`src/rtl/nrpq_pkg.sv`:
```
// Shared types and constants for the neighbor resolution pending queue.
package nrpq_pkg;

  localparam int unsigned SLOTS_DEF   = 8;
  localparam int unsigned MAX_LEN_DEF = 1536;
  localparam int unsigned MAX_RESULTS = 8;
  localparam int unsigned CFG_IDX_W   = 1;
  localparam int unsigned CFG_DATA_W  = 32;
  localparam int unsigned LEN_W       = 11;

  localparam logic [CFG_IDX_W-1:0] CFG_RETRY_INTERVAL = 1'b0;
  localparam logic [CFG_IDX_W-1:0] CFG_MAX_RETRIES    = 1'b1;

  localparam logic OP_QUEUE = 1'b0;
  localparam logic OP_TICK  = 1'b1;

  localparam logic [31:0] RETRY_INTERVAL_RST = 32'd1000;
  localparam logic [7:0]  MAX_RETRIES_RST    = 8'd3;

  typedef enum logic [2:0] {
    ACT_REJECT  = 3'd0,
    ACT_SEND    = 3'd1,
    ACT_HELD    = 3'd2,
    ACT_SOLICIT = 3'd3,
    ACT_RELEASE = 3'd4,
    ACT_GIVEUP  = 3'd5,
    ACT_FULL    = 3'd6
  } action_e;

  typedef struct packed {
    logic [63:0]      addr_hi;
    logic [63:0]      addr_lo;
    logic [LEN_W-1:0] len;
    logic [31:0]      stamp;
    logic [7:0]       retries;
  } slot_entry_t;

  localparam int unsigned ENTRY_W = $bits(slot_entry_t);

  typedef struct packed {
    action_e          act;
    logic [2:0]       slot;
    logic [63:0]      hi;
    logic [63:0]      lo;
    logic [LEN_W-1:0] len;
    logic [31:0]      drops;
  } result_t;

  // Controller to datapath commands.
  typedef struct packed {
    logic load;
    logic rd_en;
    logic fin_decide;
    logic fin_solicit;
    logic flush;
  } cmd_t;

  // Datapath to controller status.
  typedef struct packed {
    logic scan_last;
    logic is_tick;
  } sts_t;

endpackage

```
`src/rtl/neighbor_resolution_pending_queue_core.sv`:
```
// Top level: pending queue for frames awaiting IPv6 neighbor resolution.
// Steps: a queue item runs scan, tail, decide, solicit and flush; a tick item runs
// scan, tail and flush. The last result of an item shows in the first cycle in
// which busy is low again. No new item is taken while busy; the scan reads one
// slot of the slot RAM per cycle. Results cannot be stalled.
// Reset: busy flags, drop counter and configuration return to defaults at once.
module neighbor_resolution_pending_queue_core #(
  parameter int unsigned SLOTS   = nrpq_pkg::SLOTS_DEF,
  parameter int unsigned MAX_LEN = nrpq_pkg::MAX_LEN_DEF
) (
  input  logic                            clk_i,
  input  logic                            rst_ni,
  input  logic                            cfg_we_i,
  input  logic [nrpq_pkg::CFG_IDX_W-1:0]  cfg_idx_i,
  input  logic [nrpq_pkg::CFG_DATA_W-1:0] cfg_data_i,
  input  logic                            start,
  output logic                            busy,
  input  logic                            opcode_i,
  input  logic [63:0]                     addr_high_i,
  input  logic [63:0]                     addr_low_i,
  input  logic [15:0]                     length_in_i,
  input  logic                            neighbor_known_i,
  input  logic [31:0]                     now_ticks_i,
  input  logic [7:0]                      resolved_mask_i,
  output logic                            result_valid_o,
  output logic [2:0]                      action_o,
  output logic [2:0]                      slot_index_o,
  output logic [63:0]                     target_high_o,
  output logic [63:0]                     target_low_o,
  output logic [10:0]                     length_out_o,
  output logic [31:0]                     drops_so_far_o,
  output logic                            last_of_run_o
);

  nrpq_pkg::cmd_t    cmd;
  nrpq_pkg::sts_t    sts;
  nrpq_pkg::result_t res;

  nrpq_ctrl u_ctrl (
    .clk_i   (clk_i),
    .rst_ni  (rst_ni),
    .start_i (start),
    .sts_i   (sts),
    .cmd_o   (cmd),
    .busy_o  (busy)
  );

  nrpq_datapath #(
    .SLOTS   (SLOTS),
    .MAX_LEN (MAX_LEN)
  ) u_dp (
    .clk_i            (clk_i),
    .rst_ni           (rst_ni),
    .cfg_we_i         (cfg_we_i),
    .cfg_idx_i        (cfg_idx_i),
    .cfg_data_i       (cfg_data_i),
    .opcode_i         (opcode_i),
    .addr_high_i      (addr_high_i),
    .addr_low_i       (addr_low_i),
    .length_in_i      (length_in_i),
    .neighbor_known_i (neighbor_known_i),
    .now_ticks_i      (now_ticks_i),
    .resolved_mask_i  (resolved_mask_i),
    .cmd_i            (cmd),
    .sts_o            (sts),
    .result_valid_o   (result_valid_o),
    .result_o         (res),
    .last_of_run_o    (last_of_run_o)
  );

  assign action_o       = res.act;
  assign slot_index_o   = res.slot;
  assign target_high_o  = res.hi;
  assign target_low_o   = res.lo;
  assign length_out_o   = res.len;
  assign drops_so_far_o = res.drops;

endmodule

```
`src/rtl/nrpq_ram.sv`:
```
// Generic single-write, single-read RAM with registered read data.
module nrpq_ram #(
  parameter int unsigned WIDTH = 8,
  parameter int unsigned DEPTH = 8
) (
  input  logic                                  clk_i,
  input  logic                                  we_i,
  input  logic [((DEPTH > 1) ? $clog2(DEPTH) : 1)-1:0] waddr_i,
  input  logic [WIDTH-1:0]                      wdata_i,
  input  logic                                  re_i,
  input  logic [((DEPTH > 1) ? $clog2(DEPTH) : 1)-1:0] raddr_i,
  output logic [WIDTH-1:0]                      rdata_o
);

  logic [WIDTH-1:0] mem_q [DEPTH];

  always_ff @(posedge clk_i) begin
    if (we_i) begin
      mem_q[waddr_i] <= wdata_i;
    end
    if (re_i) begin
      rdata_o <= mem_q[raddr_i];
    end
  end

endmodule

```
`src/rtl/nrpq_ctrl.sv`:
```
// Sequencer for the slot scan and the closing steps of each item.
module nrpq_ctrl (
  input  logic              clk_i,
  input  logic              rst_ni,
  input  logic              start_i,
  input  nrpq_pkg::sts_t    sts_i,
  output nrpq_pkg::cmd_t    cmd_o,
  output logic              busy_o
);

  typedef enum logic [5:0] {
    S_IDLE  = 6'b000001,
    S_SCAN  = 6'b000010,
    S_TAIL  = 6'b000100,
    S_FIN1  = 6'b001000,
    S_FIN2  = 6'b010000,
    S_FLUSH = 6'b100000
  } state_e;

  state_e state_q, state_d;

  always_comb begin
    state_d           = state_q;
    cmd_o             = '0;
    busy_o            = 1'b1;
    unique case (state_q)
      S_IDLE: begin
        busy_o = 1'b0;
        if (start_i) begin
          cmd_o.load = 1'b1;
          state_d    = S_SCAN;
        end
      end
      S_SCAN: begin
        cmd_o.rd_en = 1'b1;
        if (sts_i.scan_last) begin
          state_d = S_TAIL;
        end
      end
      // Last slot is evaluated here.
      S_TAIL: begin
        state_d = sts_i.is_tick ? S_FLUSH : S_FIN1;
      end
      S_FIN1: begin
        cmd_o.fin_decide = 1'b1;
        state_d          = S_FIN2;
      end
      S_FIN2: begin
        cmd_o.fin_solicit = 1'b1;
        state_d           = S_FLUSH;
      end
      S_FLUSH: begin
        cmd_o.flush = 1'b1;
        state_d     = S_IDLE;
      end
      default: begin
        state_d = S_IDLE;
      end
    endcase
  end

  always_ff @(posedge clk_i or negedge rst_ni) begin
    if (!rst_ni) begin
      state_q <= S_IDLE;
    end else begin
      state_q <= state_d;
    end
  end

endmodule

```
`src/rtl/nrpq_datapath.sv`:
```
// Slot store, busy flags, scan evaluation and result staging.
module nrpq_datapath #(
  parameter int unsigned SLOTS   = nrpq_pkg::SLOTS_DEF,
  parameter int unsigned MAX_LEN = nrpq_pkg::MAX_LEN_DEF
) (
  input  logic                              clk_i,
  input  logic                              rst_ni,
  input  logic                              cfg_we_i,
  input  logic [nrpq_pkg::CFG_IDX_W-1:0]    cfg_idx_i,
  input  logic [nrpq_pkg::CFG_DATA_W-1:0]   cfg_data_i,
  input  logic                              opcode_i,
  input  logic [63:0]                       addr_high_i,
  input  logic [63:0]                       addr_low_i,
  input  logic [15:0]                       length_in_i,
  input  logic                              neighbor_known_i,
  input  logic [31:0]                       now_ticks_i,
  input  logic [7:0]                        resolved_mask_i,
  input  nrpq_pkg::cmd_t                    cmd_i,
  output nrpq_pkg::sts_t                    sts_o,
  output logic                              result_valid_o,
  output nrpq_pkg::result_t                 result_o,
  output logic                              last_of_run_o
);

  localparam int unsigned IDXW = (SLOTS > 1) ? $clog2(SLOTS) : 1;
  localparam int unsigned CNTW = $clog2(nrpq_pkg::MAX_RESULTS + 1);

  // Latched item
  logic        op_q;
  logic [63:0] ahi_q, alo_q;
  logic [15:0] len_q;
  logic        known_q;
  logic [31:0] now_q;
  logic [7:0]  mask_q;

  logic [31:0] retry_interval_q;
  logic [7:0]  max_retries_q;

  logic [SLOTS-1:0] busy_q, busy_d;
  logic [31:0]      drop_q, drop_d;

  logic [IDXW-1:0] rd_idx_q, eval_idx_q, free_idx_q;
  logic            eval_vld_q;
  logic            free_found_q, match_q;

  logic              pend_vld_q;
  nrpq_pkg::result_t pend_q, push_res;
  logic              push;
  logic [CNTW-1:0]   res_cnt_q;
  logic              out_vld_q, out_last_q;
  nrpq_pkg::result_t out_q;

  logic                     ram_we;
  logic [IDXW-1:0]          ram_waddr;
  nrpq_pkg::slot_entry_t    ram_wdata, rd_ent;
  logic [nrpq_pkg::ENTRY_W-1:0] ram_rdata;

  logic [SLOTS-1:0] res_vec;
  logic             ev_busy, ev_match, ev_due, ev_giveup, len_ok;
  logic [31:0]      elapsed;

  for (genvar g = 0; g < SLOTS; g++) begin : g_res
    if (g < 8) begin : g_lo
      assign res_vec[g] = mask_q[g];
    end else begin : g_hi
      assign res_vec[g] = 1'b0;
    end
  end

  assign rd_ent    = nrpq_pkg::slot_entry_t'(ram_rdata);
  assign ev_busy   = eval_vld_q & busy_q[eval_idx_q];
  assign ev_match  = ev_busy && (rd_ent.addr_hi == ahi_q) && (rd_ent.addr_lo == alo_q);
  assign elapsed   = now_q - rd_ent.stamp;
  assign ev_due    = elapsed >= retry_interval_q;
  assign ev_giveup = rd_ent.retries >= max_retries_q;
  assign len_ok    = (len_q != 16'd0) && (len_q <= 16'(MAX_LEN));

  assign sts_o.scan_last = rd_idx_q == IDXW'(SLOTS - 1);
  assign sts_o.is_tick   = op_q == nrpq_pkg::OP_TICK;

  always_comb begin
    busy_d    = busy_q;
    drop_d    = drop_q;
    push      = 1'b0;
    push_res  = '0;
    ram_we    = 1'b0;
    ram_waddr = eval_idx_q;
    ram_wdata = rd_ent;

    if (ev_busy && op_q == nrpq_pkg::OP_TICK) begin
      push_res.slot = 3'(eval_idx_q);
      push_res.hi   = rd_ent.addr_hi;
      push_res.lo   = rd_ent.addr_lo;
      if (res_vec[eval_idx_q]) begin
        busy_d[eval_idx_q] = 1'b0;
        push               = 1'b1;
        push_res.act       = nrpq_pkg::ACT_RELEASE;
        push_res.len       = rd_ent.len;
      end else if (ev_due) begin
        push = 1'b1;
        if (ev_giveup) begin
          drop_d             = drop_q + 32'd1;
          busy_d[eval_idx_q] = 1'b0;
          push_res.act       = nrpq_pkg::ACT_GIVEUP;
        end else begin
          ram_we          = 1'b1;
          ram_wdata.stamp = now_q;
          if (rd_ent.retries != 8'hFF) begin
            ram_wdata.retries = rd_ent.retries + 8'd1;
          end
          push_res.act = nrpq_pkg::ACT_SOLICIT;
        end
      end
    end

    if (cmd_i.fin_decide) begin
      push = 1'b1;
      if (!len_ok) begin
        push_res.act = nrpq_pkg::ACT_REJECT;
      end else if (known_q) begin
        push_res.act = nrpq_pkg::ACT_SEND;
      end else if (!free_found_q) begin
        drop_d       = drop_q + 32'd1;
        push_res.act = nrpq_pkg::ACT_FULL;
      end else begin
        ram_we             = 1'b1;
        ram_waddr          = free_idx_q;
        ram_wdata.addr_hi  = ahi_q;
        ram_wdata.addr_lo  = alo_q;
        ram_wdata.len      = len_q[nrpq_pkg::LEN_W-1:0];
        ram_wdata.stamp    = now_q;
        ram_wdata.retries  = 8'd0;
        busy_d[free_idx_q] = 1'b1;
        push_res.act       = nrpq_pkg::ACT_HELD;
        push_res.slot      = 3'(free_idx_q);
        push_res.hi        = ahi_q;
        push_res.lo        = alo_q;
      end
    end

    if (cmd_i.fin_solicit && len_ok && !known_q && free_found_q && !match_q) begin
      push          = 1'b1;
      push_res.act  = nrpq_pkg::ACT_SOLICIT;
      push_res.slot = 3'(free_idx_q);
      push_res.hi   = ahi_q;
      push_res.lo   = alo_q;
    end

    push_res.drops = drop_d;
  end

  logic push_ok;
  assign push_ok = push && (res_cnt_q < CNTW'(nrpq_pkg::MAX_RESULTS));

  nrpq_ram #(
    .WIDTH (nrpq_pkg::ENTRY_W),
    .DEPTH (SLOTS)
  ) u_slot_ram (
    .clk_i   (clk_i),
    .we_i    (ram_we),
    .waddr_i (ram_waddr),
    .wdata_i (ram_wdata),
    .re_i    (cmd_i.rd_en),
    .raddr_i (rd_idx_q),
    .rdata_o (ram_rdata)
  );

  // Control state
  always_ff @(posedge clk_i or negedge rst_ni) begin
    if (!rst_ni) begin
      retry_interval_q <= nrpq_pkg::RETRY_INTERVAL_RST;
      max_retries_q    <= nrpq_pkg::MAX_RETRIES_RST;
      busy_q           <= '0;
      drop_q           <= '0;
      rd_idx_q         <= '0;
      eval_vld_q       <= 1'b0;
      free_found_q     <= 1'b0;
      match_q          <= 1'b0;
      pend_vld_q       <= 1'b0;
      res_cnt_q        <= '0;
      out_vld_q        <= 1'b0;
      out_last_q       <= 1'b0;
    end else begin
      if (cfg_we_i) begin
        unique case (cfg_idx_i)
          nrpq_pkg::CFG_RETRY_INTERVAL: retry_interval_q <= cfg_data_i;
          nrpq_pkg::CFG_MAX_RETRIES:    max_retries_q    <= cfg_data_i[7:0];
          default: ;
        endcase
      end
      busy_q     <= busy_d;
      drop_q     <= drop_d;
      eval_vld_q <= cmd_i.rd_en;
      out_vld_q  <= 1'b0;
      if (cmd_i.load) begin
        rd_idx_q     <= '0;
        free_found_q <= 1'b0;
        match_q      <= 1'b0;
        pend_vld_q   <= 1'b0;
        res_cnt_q    <= '0;
      end else if (cmd_i.rd_en) begin
        rd_idx_q <= rd_idx_q + IDXW'(1);
      end
      if (eval_vld_q && op_q == nrpq_pkg::OP_QUEUE) begin
        if (ev_match) begin
          match_q <= 1'b1;
        end
        if (!busy_q[eval_idx_q] && !free_found_q) begin
          free_found_q <= 1'b1;
        end
      end
      // Hold one result back so the final one can be flagged.
      if (push_ok) begin
        pend_vld_q <= 1'b1;
        res_cnt_q  <= res_cnt_q + CNTW'(1);
        if (pend_vld_q) begin
          out_vld_q  <= 1'b1;
          out_last_q <= 1'b0;
        end
      end else if (cmd_i.flush && pend_vld_q) begin
        pend_vld_q <= 1'b0;
        out_vld_q  <= 1'b1;
        out_last_q <= 1'b1;
      end
    end
  end

  // Payload
  always_ff @(posedge clk_i) begin
    if (cmd_i.load) begin
      op_q    <= opcode_i;
      ahi_q   <= addr_high_i;
      alo_q   <= addr_low_i;
      len_q   <= length_in_i;
      known_q <= neighbor_known_i;
      now_q   <= now_ticks_i;
      mask_q  <= resolved_mask_i;
    end
    eval_idx_q <= rd_idx_q;
    if (eval_vld_q && op_q == nrpq_pkg::OP_QUEUE && !busy_q[eval_idx_q] && !free_found_q) begin
      free_idx_q <= eval_idx_q;
    end
    if (push_ok) begin
      pend_q <= push_res;
      if (pend_vld_q) begin
        out_q <= pend_q;
      end
    end else if (cmd_i.flush && pend_vld_q) begin
      out_q <= pend_q;
    end
  end

  assign result_valid_o = out_vld_q;
  assign result_o       = out_q;
  assign last_of_run_o  = out_last_q;

endmodule

```
`config.mk`:
```
export PLATFORM = sky130hd
export DESIGN_NAME = neighbor_resolution_pending_queue_core
export DESIGN_NICKNAME = d
export VERILOG_FILES = /design/src/rtl/nrpq_pkg.sv /design/src/rtl/neighbor_resolution_pending_queue_core.sv /design/src/rtl/nrpq_ram.sv /design/src/rtl/nrpq_ctrl.sv /design/src/rtl/nrpq_datapath.sv
export SDC_FILE = /design/constraint.sdc
export NUM_CORES = 2
export LEC_CHECK = 0
export BUFFER_PORTS_ARGS = -buffer_cell sky130_fd_sc_hd__buf_2
export CAP_MARGIN = 20
export CORE_ASPECT_RATIO = 1.1
export CORE_MARGIN = 8
export CORE_UTILIZATION = 55
export CTS_CLUSTER_SIZE = 12
export DETAILED_ROUTE_END_ITERATION = 7
export GPL_ROUTABILITY_DRIVEN = 0
export PLACE_DENSITY = 0.75
export SLEW_MARGIN = 25
export SYNTH_ARGS = -nofsm -noshare
export SYNTH_HDL_FRONTEND = slang
export SYNTH_HIERARCHICAL = 1
export SYNTH_SLANG_ARGS = --single-unit
```
`constraint.sdc`:
```
create_clock -name clk_i -period 21.3 [get_ports clk_i]
set_clock_uncertainty 0.1 [all_clocks]
set_input_delay 5.325 -clock clk_i [delete_from_list [all_inputs] [get_ports clk_i]]
set_output_delay 5.325 -clock clk_i [all_outputs]
set_load 0.005 [all_outputs]
```
-- After elaboration in Yosys (flattened, before gate mapping)
Memory sizes are Yosys's and may differ from the RTL's. A register that Yosys moved wholly into a read port is not among the register bits.
Index checks and enable logic that the tools add are counted.
- bits in registers: 645
- RAM bits: 1432
- input port bits: 223
- output and inout port bits: 180
- memories kept: 1
- add/subtract/negate cells: 5
- order comparisons: 8
- equality and inequality tests: 13
- multiplexer cells: 98
- bitwise logic cells: 6
- reductions and logical operators: 30
- memories (memory ; words ; bits a word ; read ports ; clocked after Yosys merged registers in ; wr ports ; RTL line ; RTL):
    u_dp.u_slot_ram.mem_q ; 8 ; 179 ; 1 ; 1 ; 1 ; nrpq_ram.sv:15 ; logic [WIDTH-1:0] mem_q [DEPTH];
- operators by type and width (kind ; count):
    179-bit 2-to-1 mux ; 4
    177-bit 2-to-1 mux ; 3
    131-bit 2-to-1 mux ; 4
    32-bit 2-to-1 mux ; 8
    40-bit 2-to-1 mux ; 4
    145-bit 2-to-1 mux ; 1
    134-bit 2-to-1 mux ; 1
    64-bit == test ; 2
    8-bit 2-to-1 mux ; 9
    1-bit 2-to-1 mux ; 41
    3-bit 2-to-1 mux ; 12
    32-bit by 1-bit adder with 32-bit output (second input constant) ; 1
    32-bit greater-or-equal comparator ; 1
    32-bit subtractor ; 1
    6-bit one-hot mux with 5 select lines ; 1
    6-bit 2-to-1 mux ; 3
    16-bit by 11-bit <= comparator with 1-bit output (second input constant) ; 1
    1-bit logical AND ; 16
    16-bit nonzero test ; 1
    11-bit 2-to-1 mux ; 1
    2-bit AND reduction ; 5
    8-bit by 1-bit adder with 8-bit output (second input constant) ; 1
    8-bit AND ; 1
    8-bit greater-or-equal comparator ; 1
    other kinds (25) ; 37

-- Logic depth before layout (Yosys ltp)
- word-level depth: 15
- gate-level depth with buffers: 25
- mapped depth without buffers: 24

-- By module
Netlist, hierarchy kept.
- modules (own cells, without submodules) (module ; times used ; cells an instance ; area each (um^2)):
    nrpq_ram ; 1 ; 2261 ; 59175.5
    nrpq_datapath ; 1 ; 2442 ; 28954.0
    nrpq_ctrl ; 1 ; 38 ; 365.4

-- Worst setup path after synthesis
OpenSTA, ideal clock, no wires.
- path kind: reg2reg
- from: register u_dp.now_q[0]
- to: memory u_dp/u_slot_ram/mem_q[4][0] in the netlist's numbering, enable pin
- data arrival time: 16.540 ns
- required time: 20.263 ns
- path slack: 3.723 ns
- cell stages (with the launch flop): 25
- buffers on the path: 1
- period minus slack after synthesis: 17.577 ns
- path through: edfxtp_1 inv_1 ha_1 inv_1 fa_1 a211oi_1 o21a_1 a21oi_1 o21ai_0 a21oi_1 or4_1 a41o_1 a21oi_2 xnor2_1 ha_1 nand4_1 or2_2 nor3_1 or4b_4 o211a_4 nand2_2 nand2_4 buf_6 nand2_1 nor3_1
- word-level cells in the longest chain between the ends: 11
- RTL lines (item ; RTL line ; RTL):
    start: declaration ; nrpq_datapath.sv:33 ; logic [31:0] now_q;
    start signal: assignment ; nrpq_datapath.sv:236 ; now_q <= now_ticks_i;
    32-bit subtractor (*) ; nrpq_datapath.sv:73 ; assign elapsed = now_q - rd_ent.stamp;
    32-bit greater-or-equal comparator (*) ; nrpq_datapath.sv:74 ; assign ev_due = elapsed >= retry_interval_q;
    1-bit 2-to-1 mux (*) ; nrpq_datapath.sv:99 ; end else if (ev_due) begin
    1-bit 2-to-1 mux (*) ; nrpq_datapath.sv:94 ; if (res_vec[eval_idx_q]) begin
    1-bit 2-to-1 mux (*) ; nrpq_datapath.sv:90 ; if (ev_busy && op_q == nrpq_pkg::OP_TICK) begin
    1-bit 2-to-1 mux ; nrpq_datapath.sv:122 ; end else if (!free_found_q) begin
    1-bit 2-to-1 mux ; nrpq_datapath.sv:120 ; end else if (known_q) begin
    1-bit 2-to-1 mux ; nrpq_datapath.sv:118 ; if (!len_ok) begin
    1-bit 2-to-1 mux (*) ; nrpq_datapath.sv:116 ; if (cmd_i.fin_decide) begin
    via u_dp.ram_we ; nrpq_datapath.sv:53 ; logic ram_we;
    1-bit 2-to-1 mux (*) ; nrpq_ram.sv:18 ; if (we_i) begin
    1-bit 2-to-1 mux (implied by the code) (*) ; nrpq_ram.sv:19 ; mem_q[waddr_i] <= wdata_i;
    end: declaration ; nrpq_ram.sv:15 ;
The timed path passes the listed nets; every way through them passes the cells marked *.

-- Worst setup path in the final report
- from: register u_dp.now_q[0]
- to: memory u_dp/u_slot_ram/mem_q[2][176] in the netlist's numbering, enable pin
- word-level cells in the longest chain between the ends: 11
- RTL lines (item ; RTL line):
    32-bit subtractor (*) ; nrpq_datapath.sv:73
    32-bit greater-or-equal comparator (*) ; nrpq_datapath.sv:74
    1-bit 2-to-1 mux (*) ; nrpq_datapath.sv:99
    1-bit 2-to-1 mux (*) ; nrpq_datapath.sv:94
    1-bit 2-to-1 mux (*) ; nrpq_datapath.sv:90
    1-bit 2-to-1 mux ; nrpq_datapath.sv:122
    1-bit 2-to-1 mux ; nrpq_datapath.sv:120
    1-bit 2-to-1 mux ; nrpq_datapath.sv:118
    1-bit 2-to-1 mux (*) ; nrpq_datapath.sv:116
    1-bit 2-to-1 mux (*) ; nrpq_ram.sv:18
    1-bit 2-to-1 mux (implied by the code) (*) ; nrpq_ram.sv:19
Mark *: on every way between the ends. The rest lies on a longest branch, timed or not.

==> reports/metrics.csv <==
stage;metric;value;unit
run_status;status;complete, no violations;
yosys;syn_nets;5041;
global_route;antenna_found_initial;14;
die;initial_utilization;55.3;%
yosys;synth.cell_area;0.0885;sq mm
pwr;p_total;11.0;mW
drt;vias;45800;
drt;drt-total-wl;213000;microns
sta;min_period;9.19;ns
setup_path;max_stage_delay;0.88;ns
yosys;synthFlopType;edfxtp_1;
die;top_level_ports;403;
yosys;ys_ff_latch;2256;
yosys;avgSynthCellArea;18.7;sq um
drt;drt-vias-per-instance;6.13;
yosys;ys_top_cells_by_count;edfxtp_1, nand2_1, mux4_2;
cts;cts.reportedPaths.clkPinSlew;0.06;ns
sta;setup-tns-final;0;ns
setup_path;worstPathArrival;9.55;ns
setup_path;start_kind;register;
cts;cts_buffers;220;
sta;min_period_over_period;43.1;%
cts;insertion_delay;0.85;ns
die;die_h;437;microns
pwr;vdd_drop_max;0.000119;V
setup_path;crit_slowest_cell;nor2_4;
cts;clockBufferDepth;3;
cts;ctsResizeCount;0;
yosys;synth.top_cell.area_share;73.1;%
sta;tightestPinTransition;1.09;ns
yosys;ys_warn_count;6;
yosys;yosysMostFrequentCell;edfxtp_1;
drt;drc;0;
finish;nNetsFinal;5533;
yosys;synthCells;4741;
global_route;grt_pass1_wl;311000;microns
flow_run;max-cap-violations;0;
global_route;gr-total-overflow;0;
finish;n_fill_cell;10900;
setup_path;critPathRequiredTime;21.67;ns
global_route;grt_start_max_net_pins;141;
setup_path;worstSetupEndpointType;register;
finish;area_delta_synth_final;12.1;%
hold_path;holdCritPathClass;reg -> reg;
yosys;yosysTopAreaCell;edfxtp_1;
drt;antenna_left;0;
sta;maxSlewHeadroom;26.4;%
die;die_width;398;microns
die;die-area;0.174;sq mm
cts;root_buffer;clkbuf_16;
setup_path;crit_type;reg -> reg;
sta;slew_viol_final;0;
drt;drtPass1Iterations;6;
die;rows;154;
finish;fin_area;0.0992;sq mm
die;core;0.160;sq mm
setup_path;path_common_cell;a21oi_1;
place;numPortBuffers;402;
yosys;async_flop_share;4.39;%
sta;finalSetupViolCount;0;
yosys;synthTopCellsByArea;edfxtp_1, mux4_2, nand2_1, dfrtp_1, mux2_2;
cts;hold_buffers;0;
finish;drive_gt1_share;25.4;%
place;hpwl;133000;microns
setup_path;crit_fanout;51;
cts;cts_sinks;2256;
sta;fmax;0.109;GHz
drt;wire_per_inst;28.6;microns
yosys;synth-edff-count;2154;
global_route;grt_pass1_vias;46400;
cts;htree_levels;4;
pwr;p_leak;32.8;nW
drt;drtIter0Drc;5201;
sta;finalHoldViolations;0;
place;place_area;0.0927;sq mm
cts;cts_tree;yes;
global_route;grt_usage;24.2;%
yosys;ys_types;92;
pwr;p_per_area;111;mW/mm^2
cts;post-cts-setup-buffers;0;
yosys;seq_area_frac_synth;76.0;%
sta;rsz0062_at_grt;false;
critical path, delay by kind of cell, from the launching register on:
| kind | cells | cell delay (ns) |
|---|---|---|
| compound gates | 10 | 2.47 |
| simple gates | 7 | 2.99 |
| xor+xnor | 1 | 0.08 |
| flops | 1 | 0.38 |
| buf+inv | 4 | 1.75 |
| fa+ha+maj | 3 | 0.88 |
routing by layer:
metal,part of all wire (%),track usage (%)
met1,38,32.4
met2,49,39.0
met5,0.017,0
met4,3.9,9.27
met3,9.6,5.53
worst paths after layout:
check,end,slack (ns),from,cells past startpoint
worst max-delay path,u_dp/u_slot_ram/mem_q[2][176],12.11,u_dp/now_q[0],25
worst min-delay path,u_dp/result_o[23],0.30,u_dp/pend_q[23],0
worst max register to register,u_dp/u_slot_ram/mem_q[2][176],12.11,u_dp/now_q[0],25
worst min register to register,u_dp/result_o[23],0.30,u_dp/pend_q[23],0
max in group asynchronous,u_dp/rd_idx_q[1],15.47,rst_ni,2
min in group asynchronous,u_dp/drop_q[20],4.33,rst_ni,1
final cells by class:
| class | instances | area (sq um) | share of cell area, % |
|---|---|---|---|
| antenna | 6 | 15.0 | 0.0151 |
| clock buffer | 287 | 5850 | 5.89 |
| clock inverter | 52 | 618 | 0.623 |
| inverter | 149 | 559 | 0.564 |
| multi-input combinational | 2138 | 19700 | 19.9 |
| sequential | 2256 | 67200 | 67.8 |
| tap | 2106 | 2640 | 2.66 |
| timing repair buffer | 468 | 2580 | 2.60 |
flip-flops by register name, indices dropped and copies added (netlist names), 4 cells and up:
| register | flops |
|---|---|
| u_dp/mask_q | 8 |
| u_dp/res_cnt_q | 4 |
| u_dp/u_slot_ram/rdata_o | 179 |
| u_dp/alo_q | 64 |
| u_dp/len_q | 16 |
| u_dp/pend_q | 177 |
| u_dp/busy_q | 8 |
| u_dp/now_q | 32 |
| u_dp/u_slot_ram/mem_q | 1432 |
| u_dp/retry_interval_q | 32 |
| u_dp/ahi_q | 64 |
| u_dp/result_o | 177 |
| u_ctrl/state_q | 6 |
| u_dp/max_retries_q | 8 |
| u_dp/drop_q | 32 |
cell usage in the layout (no fill, tap or decap), drive strengths merged, types with 9 or more instances in the layout:
master / n
o21a: 9
dfrtp: 90
a21o: 23
nor4: 26
nor2: 61
nor2b: 13
nand4: 32
inv: 156
a221oi: 21
and2: 20
ha: 76
xnor2: 68
mux2: 222
nand3: 34
o21ai: 229
xor2: 64
o22ai: 19
edfxtp: 2154
o31ai: 33
a21oi: 44
dfstp: 9
nand2b: 17
o2bb2ai: 13
buf: 468
mux4: 358
mux2i: 14
clkbuf: 287
nand2: 627
clkinv: 35
nor3: 21
and3: 10
power by group:
group / total, mW / switching [mW] / internal [mW] / leakage [nW]
clock: 3.58 / 1.58 / 1.99 / 3.11
combinational: 1.86 / 1.08 / 0.781 / 9.07
sequential: 5.57 / 0.252 / 5.32 / 20.7
cell families (layout without fill, tap and decap cells):
family                   count (synthesis)  count (layout)  synth area share, %
buffers and inverters                  347             956                 1.89
AND/OR/NAND/NOR                        896             896                 4.44
flip-flops                            2256            2256                 76.0
adder cells (fa/ha/maj)                 77              77                 1.10
XOR/XNOR                               132             132                 1.31
AO/OA/AOI/OAI                          439             439                 3.07
multiplexers                           594             594                 12.2
other                                    0               6                    0
through the flow:
step / hold WS, ns / setup WS, ns / util [%] / cells
4_1_cts: 0.302 / 12.07 / 62.0 / 7456
5_1_grt: 0.310 / 11.53 / 62.0 / 7457
6_report: 0.298 / 12.11 / 62.0 / 7462
2_1_floorplan: 0.286 / 3.72 / - / 4741
3_5_place_dp: 0.305 / 12.16 / 58.0 / 7117
3_3_place_gp: 0.302 / 12.34 / 58.0 / 7117
(Power assumes the default switching activity.)
